==> config.mk <==
export PLATFORM = sky130hd
export DESIGN_NAME = sgb_ctrl
export DESIGN_NICKNAME = d
export VERILOG_FILES = /design/src/rtl/sgb_pkg.sv /design/src/rtl/sgb_ctrl.sv
export SDC_FILE = /design/constraint.sdc
export NUM_CORES = 1
export LEC_CHECK = 0
export ABC_CLOCK_PERIOD_IN_PS = 1750
export BUFFER_PORTS_ARGS = -buffer_cell sky130_fd_sc_hd__buf_4
export CORE_AREA = 5 5 42 44
export DETAILED_ROUTE_END_ITERATION = 10
export DIE_AREA = 0 0 47 49
export PLACE_DENSITY = 0.7
export SYNTH_ARGS = -nofsm -noshare
export SYNTH_HDL_FRONTEND = slang
export SYNTH_SLANG_ARGS = --single-unit
==> constraint.sdc <==
create_clock -name clk_i -period 1.75 [get_ports clk_i]
set_input_delay 0.0875 -clock clk_i [delete_from_list [all_inputs] [get_ports clk_i]]
set_output_delay 0.0875 -clock clk_i [all_outputs]
set_load 0.05 [all_outputs]
==> src/rtl/sgb_pkg.sv <==
// Shared constants, types and helper functions of the separable Gaussian blur.
`default_nettype none
package sgb_pkg;

  localparam int RADIUS     = 3;
  localparam int TAPS       = 2 * RADIUS + 1;
  localparam int ROWS       = 2 * RADIUS;
  localparam int MAX_WIDTH  = 2048;
  localparam int MAX_HEIGHT = 2048;

  localparam int PIX_W      = 32;
  localparam int CH_W       = 8;
  localparam int POS_W      = 11;
  localparam int HROW_W     = 12;
  localparam int DIM_W      = 12;
  localparam int Q_W        = 23;
  localparam int COEF_W     = 16;
  localparam int FRAC_W     = 16;
  localparam int ACC_W      = 27;
  localparam int SLOT_W     = 3;
  localparam int COL_AW     = $clog2(MAX_WIDTH);
  localparam int ADDR_W     = SLOT_W + COL_AW;
  localparam int MEM_DEPTH  = ROWS * MAX_WIDTH;
  localparam int TAP_W      = 3;
  localparam int CFG_IDX_W  = 3;
  localparam int CFG_DATA_W = 16;

  localparam int B_SHIFT = 0;
  localparam int G_SHIFT = 1;
  localparam int R_SHIFT = 2;

  typedef enum logic [CFG_IDX_W-1:0] {
    CFG_ENABLE      = 3'd0,
    CFG_WIDTH       = 3'd1,
    CFG_HEIGHT      = 3'd2,
    CFG_COEF_CENTER = 3'd3,
    CFG_COEF_ONE    = 3'd4,
    CFG_COEF_TWO    = 3'd5,
    CFG_COEF_THREE  = 3'd6
  } cfg_idx_e;

  typedef enum logic [3:0] {
    S_IDLE,
    S_FRAME,
    S_TOTAL,
    S_CHECK,
    S_PASS,
    S_HORZ,
    S_HFIN,
    S_HWR,
    S_VRD,
    S_VACC,
    S_VFIN,
    S_EMIT
  } state_e;

  typedef struct packed {
    logic capture;
    logic latch_frame;
    logic calc_total;
    logic step_in;
    logic h_tap;
    logic h_finish;
    logic v_read;
    logic v_tap;
    logic v_finish;
    logic mem_write;
    logic emit_pass;
    logic emit_blur;
  } ctrl_cmd_t;

  typedef struct packed {
    logic in_valid;
    logic cmd;
    logic q_zero;
    logic act_en;
    logic draining;
    logic q_lt_r;
    logic hr_lt_r;
    logic tap_pen;
    logic tap_last;
    logic out_busy;
  } dp_status_t;

  // Coefficient slot for a tap position 0..TAPS-1 (distance from center).
  function automatic logic [1:0] tap_coef(input logic [TAP_W-1:0] k);
    logic [TAP_W-1:0] d;
    d = (k >= TAP_W'(RADIUS)) ? k - TAP_W'(RADIUS) : TAP_W'(RADIUS) - k;
    return d[1:0];
  endfunction

  // Drop the fraction bits and clamp to the 8-bit range.
  function automatic logic [CH_W-1:0] finish(input logic [ACC_W-1:0] s);
    logic [ACC_W-FRAC_W-1:0] ip;
    ip = s[ACC_W-1:FRAC_W];
    return (ip > (ACC_W-FRAC_W)'(255)) ? 8'hFF : ip[CH_W-1:0];
  endfunction

  // Wrap a slot sum below 2*ROWS into 0..ROWS-1.
  function automatic logic [SLOT_W-1:0] slot_wrap(input logic [SLOT_W:0] s);
    logic [SLOT_W:0] r;
    r = (s >= (SLOT_W+1)'(ROWS)) ? s - (SLOT_W+1)'(ROWS) : s;
    return r[SLOT_W-1:0];
  endfunction

endpackage
`default_nettype wire

==> src/rtl/sgb_ctrl.sv <==
// Sequencing state machine of the blur: steps one beat through its passes.
`default_nettype none
module sgb_ctrl (
  input  logic               clk_i,
  input  logic               rst_ni,
  input  sgb_pkg::dp_status_t status_i,
  output sgb_pkg::ctrl_cmd_t  cmd_o
);
  import sgb_pkg::*;

  state_e state_q, state_d;

  always_ff @(posedge clk_i or negedge rst_ni) begin
    if (!rst_ni) begin
      state_q <= S_IDLE;
    end else begin
      state_q <= state_d;
    end
  end

  always_comb begin
    state_d = state_q;
    cmd_o   = '0;
    case (state_q)
      S_IDLE: begin
        cmd_o.capture = 1'b1;
        if (status_i.in_valid) state_d = S_FRAME;
      end
      S_FRAME: begin
        if (status_i.q_zero) begin
          if (status_i.cmd) begin
            state_d = S_IDLE;
          end else begin
            cmd_o.latch_frame = 1'b1;
            state_d = S_TOTAL;
          end
        end else begin
          state_d = S_CHECK;
        end
      end
      S_TOTAL: begin
        cmd_o.calc_total = 1'b1;
        state_d = S_CHECK;
      end
      S_CHECK: begin
        if (!status_i.act_en) begin
          state_d = status_i.cmd ? S_IDLE : S_PASS;
        end else if (!status_i.draining && status_i.cmd) begin
          state_d = S_IDLE;
        end else begin
          cmd_o.step_in = 1'b1;
          state_d = status_i.q_lt_r ? S_IDLE : S_HORZ;
        end
      end
      S_PASS: begin
        if (!status_i.out_busy) begin
          cmd_o.emit_pass = 1'b1;
          state_d = S_IDLE;
        end
      end
      S_HORZ: begin
        cmd_o.h_tap = 1'b1;
        if (status_i.tap_last) state_d = S_HFIN;
      end
      S_HFIN: begin
        cmd_o.h_finish = 1'b1;
        state_d = status_i.hr_lt_r ? S_HWR : S_VRD;
      end
      S_HWR: begin
        cmd_o.mem_write = 1'b1;
        state_d = S_IDLE;
      end
      S_VRD: begin
        cmd_o.v_read = 1'b1;
        state_d = S_VACC;
      end
      S_VACC: begin
        cmd_o.v_tap = 1'b1;
        if (status_i.tap_last)     state_d = S_VFIN;
        else if (status_i.tap_pen) state_d = S_VACC;
        else                       state_d = S_VRD;
      end
      S_VFIN: begin
        cmd_o.v_finish  = 1'b1;
        cmd_o.mem_write = 1'b1;
        state_d = S_EMIT;
      end
      S_EMIT: begin
        if (!status_i.out_busy) begin
          cmd_o.emit_blur = 1'b1;
          state_d = S_IDLE;
        end
      end
      default: state_d = S_IDLE;
    endcase
  end

endmodule
`default_nettype wire

### Word level (Yosys, flattened, before mapping)

Index checks and enable logic that the tools add are counted.

| operators by class | value |
|---|---|
| eq/ne operators | 14 |
| muxes and demuxes | 30 |
| reduce and logical (&&, ||, !) cells | 6 |

Operators with widths:

| kind | number |
|---|---|
| 4-bit one-hot mux with 10 select lines | 1 |
| 4-bit 2-to-1 mux | 6 |
| 1-bit 2-to-1 mux | 18 |
| 4-bit by 3-bit equality test with 1-bit output, second input constant | 4 |
| 4-bit equality test, second input constant | 4 |
| 3-bit 2-to-1 mux | 3 |
| 4-bit by 2-bit equality test with 1-bit output, second input constant | 2 |
| 2-bit != test, second input constant | 3 |
| 4-bit by 1-bit equality test with 1-bit output, second input constant | 1 |
| 4-bit logical NOT | 1 |
| 2-bit 2-to-1 mux | 2 |
| 2-bit OR reduction | 2 |
| 3-bit AND reduction | 1 |
| 1-bit logical AND | 1 |
| 1-bit logical NOT | 1 |

| storage, ports and cells | value |
|---|---|
| bits in registers | 4 |
| input port bits | 12 |
| output and inout port bits | 12 |
| word-level logic and storage cells | 51 |

### Depth between registers and ports, before layout

| logic depth | value |
|---|---|
| depth in word-level cells | 5 |
| gate-level depth with buffers | 6 |
| gate-level depth less buffers | 4 |

### Least setup slack after synthesis

OpenSTA, ideal clock, no wires.

| path | value |
|---|---|
| path kind | reg-to-output |
| from | reg state_q[0] |
| to | out cmd_o[1] in the netlist's numbering |
| arrival | 2.250 ns |
| data required time | 1.662 ns |
| setup slack | -0.587 ns |
| stages on the path, launching flop included | 4 |
| path buffers | 2 |
| cell sequence | dfrtp_1 -> buf_2 -> clkbuf_1 -> nor4_1 |

RTL lines:

| what | line | text |
|---|---|---|
| start: declaration | sgb_ctrl.sv:11 | `state_e state_q, state_d;` |
| start signal: assignment | sgb_ctrl.sv:17 | `state_q <= state_d;` |
| end: declaration | sgb_ctrl.sv:7 | `output sgb_pkg::ctrl_cmd_t cmd_o` |

==> flow_metrics.tcl <==
set metrics [dict create \
    status "finished, final reports clean" \
    reg2reg_depth 5 \
    routed_via_density 5.48 \
    yosys_most_used_dff "sky130_fd_sc_hd__dfrtp_1" \
    clock_path_buffers 2 \
    hold_ws_ns 0.150 \
    worstHoldPathType "in2reg" \
    hpwl_reported_at_the_end_of_detailed_placement_um 1230 \
    design.core.area_um2 1400 \
    worst_slew_margin_rel 0.741 \
    largest_register_ffs 4 \
    initial_core_util 0.357 \
    synth_area_um2 500 \
    rsz0062_at_grt "true" \
    postSynthAreaPerCell_um2 7.70 \
    post_synth_xor_area_fraction 0 \
    synth-seq-cells 4 \
    layoutNonFillerInstCount 116 \
    timing_worst_slew_pin_value_ns 0.386 \
    final.fill_count 137 \
    placedCellCount 104 \
    floorplan.die.height_um 49 \
    startpoint "state_q[3]$_DFFE_PN0P_" \
    timing.critical_path.slowest_stage_cell "sky130_fd_sc_hd__or4b_4" \
    drc 0 \
    drt.antenna.violating_nets 0 \
    synthesis.nets 77 \
    critical_path.cell_chain "or2_4 -> or4b_4 -> inv_2 -> buf_8" \
    cts_tree "done" \
    endpoint "cmd_o[8]" \
    top_level_ports 24 \
    grt_start_max_net_pins 15 \
    post-route-min-period_ns 1.70 \
    design.final.nets 114 \
    setup_total_negative_slack_ns 0 \
    layout_top_registers "state_q x4" \
    overflow 0 \
    design.die.area_um2 2300 \
    cp_top_family "simple AND/OR/NAND/NOR gates" \
    grt_first_pass_wirelength_um 2620 \
    max_clock_freq_ghz 0.588 \
    synth_top_area_share 0.200 \
    routed_wire_length_per_instance_um 14.7 \
    place.gp.congestion 0.788 \
    seq_area_frac_synth 0.200 \
    critical_path.max_fanout 3 \
    track_usage 0.157 \
    crit_cells 4 \
    fin_crit_sh 0.973 \
    yosysUniqueCellTypes 35 \
    final.setup_skew_ns 0.00785 \
    reg_with_most_ffs "state_q" \
    worst_path_largest_cell_delay_ns 0.54 \
    rows 14 \
    regToRegStartpoint "state_q[2]$_DFFE_PN0P_" \
    critical_path_buf_inv_count 2 \
    maxSlewViolCount 0 \
    final_layout_size_suffix_gt1_frac 0.540 \
    setup-violations-final 0 \
    drt_pre_antenna_iters 4 \
    route.final.wire_length_um 1710 \
    worstSkewPairLatency_ns 0.25 \
    synthesis.yosys.warnings 0 \
    criticalPathCategory "reg2out" \
    synth-compound-area-share 0.277 \
    antenna_violations_before_repair 0 \
    cp-end-kind "primary output" \
    reg2reg_to "state_q[1]$_DFFE_PN0P_" \
    number_of_antenna_diodes 0 \
    detailroute.via_count 636 \
    numPortBuffers 23 \
    grt_pass1_vias 633 \
    power_density_nw_per_um2 1600 \
    synth.area.mux_share 0.0225 \
    cp_data_required_time_ns 1.66 \
    cts.htree.levels 1 \
    synth-async-reset-ratio 1.00 \
    total_power_after_layout_mw 1.36 \
    dieWidth_um 47 \
    power.static_leakage_nw 0.397 \
    cts_inserted_buffers 3 \
    hold_violations 0 \
    synth-edff-count 0 \
    tritoncts_num_sinks 4 \
    netlist_top_cells_area "sky130_fd_sc_hd__dfrtp_1, sky130_fd_sc_hd__nor2_1, sky130_fd_sc_hd__nand2b_1, sky130_fd_sc_hd__nor3_1, sky130_fd_sc_hd__o211a_1" \
    cts.clk_slew.worst_paths_ns 0.04 \
    synth_top_cell_by_area "sky130_fd_sc_hd__dfrtp_1" \
    setup.worst_path.start_class "register" \
    synthAdderAreaFrac 0 \
    ctsRootBufferMaster "sky130_fd_sc_hd__clkbuf_4" \
    yosys.area_share.simple 0.408 \
    worst_ir_drop_vdd_mv 0.957 \
    areaGrowthSynthToFinish_pct 69.5 \
    rrSetupSlack_ns 0.07 \
    count_of_max_cap_constraint_violations 0 \
    drt_iter0_drc 12 \
    combinational_family_with_the_most_area_after_synthesis "simple AND/OR/NAND/NOR gates" \
    synthCells 65 \
    crit_path_dat_ns 1.61 \
]
per-stage QoR:
step | util | cell area (µm²) | worst slack [ns]
after floorplan | - | 531 | -0.0518
after global placement | 0.526 | 737 | 0.132
after detailed placement | 0.526 | 737 | 0.0956
after CTS | 0.568 | 796 | 0.0107
after global routing | 0.605 | 848 | -0.00237
final | 0.605 | 848 | 0.0480
cells in the mapped netlist (2+ instances only):
cell                       n
sky130_fd_sc_hd__nor2_1    9
sky130_fd_sc_hd__clkbuf_1  4
sky130_fd_sc_hd__dfrtp_1   4
sky130_fd_sc_hd__inv_1     4
sky130_fd_sc_hd__nand2b_1  4
sky130_fd_sc_hd__nor3_1    4
sky130_fd_sc_hd__nand2_1   2
sky130_fd_sc_hd__nand3_1   2
sky130_fd_sc_hd__nor2b_1   2
sky130_fd_sc_hd__nor4_1    2
sky130_fd_sc_hd__o211a_1   2
sky130_fd_sc_hd__o21ai_0   2
sky130_fd_sc_hd__o31a_1    2
where the power goes:
| part | internal (mW) | total [mW] | leakage [nW] | switching, mW |
|---|---|---|---|---|
| registers | 0.128 | 0.155 | 0.0482 | 0.0268 |
| logic | 0.468 | 1.08 | 0.335 | 0.613 |
| clock network | 0.0772 | 0.123 | 0.0138 | 0.0456 |
cell usage in the layout (no fill, tap or decap), drive strengths merged, types with 3 or more instances in the layout:
cell type and n:
nor3 4, buf 37, clkbuf 3, nor2 9, inv 4, nand2b 4, dfrtp 4
metal layers:
layer / GRT usage / share of wire
met3: 0.0517 / 0.054
met4: 0.101 / 0.013
met2: 0.247 / 0.52
met5: 0 / 0
met1: 0.173 / 0.41
worst min path at each step:
stage,startpoint,to,cells past startpoint
floorplan,rst_ni,state_q[0]$_DFFE_PN0P_,0
global placement,rst_ni,state_q[1]$_DFFE_PN0P_,1
detailed placement,rst_ni,state_q[2]$_DFFE_PN0P_,1
CTS,status_i[4],state_q[2]$_DFFE_PN0P_,3
global route,status_i[4],state_q[2]$_DFFE_PN0P_,3
finish,status_i[4],state_q[2]$_DFFE_PN0P_,3
worst reg2reg max path, cell delays in order, from the launching register on:
cell                      delay [ns]
sky130_fd_sc_hd__dfrtp_1        0.37
sky130_fd_sc_hd__buf_4          0.14
sky130_fd_sc_hd__or4b_2         0.63
sky130_fd_sc_hd__a21o_1         0.21
sky130_fd_sc_hd__o211a_1        0.14
sky130_fd_sc_hd__o21ai_1        0.11
what timing repair did:
item	4_1_cts	5_1_grt
resized for setup	4	3
setup endpoints to repair	2	3
buffers inserted	2	6
endpoints found under the hold margin	4	0
hold buffers	1	0
pin swaps	1	2
gates cloned	0	0
final cells by class:
class                      instances  area [µm²]  share of cell area
clock buffer                       3        22.5              0.0265
inverter                           4        15.0              0.0177
multi-input combinational         51         388               0.457
sequential                         4         100               0.118
tap                               16        20.0              0.0236
timing repair buffer              38         303               0.357
logic make-up after synthesis:
family / count (synthesis)
and+or+nand+nor: 34
AOI/OAI and AO/OA: 16
DFF: 4
buffers and inverters: 10
muxes: 1
Power figures use the tool's default switching activity.
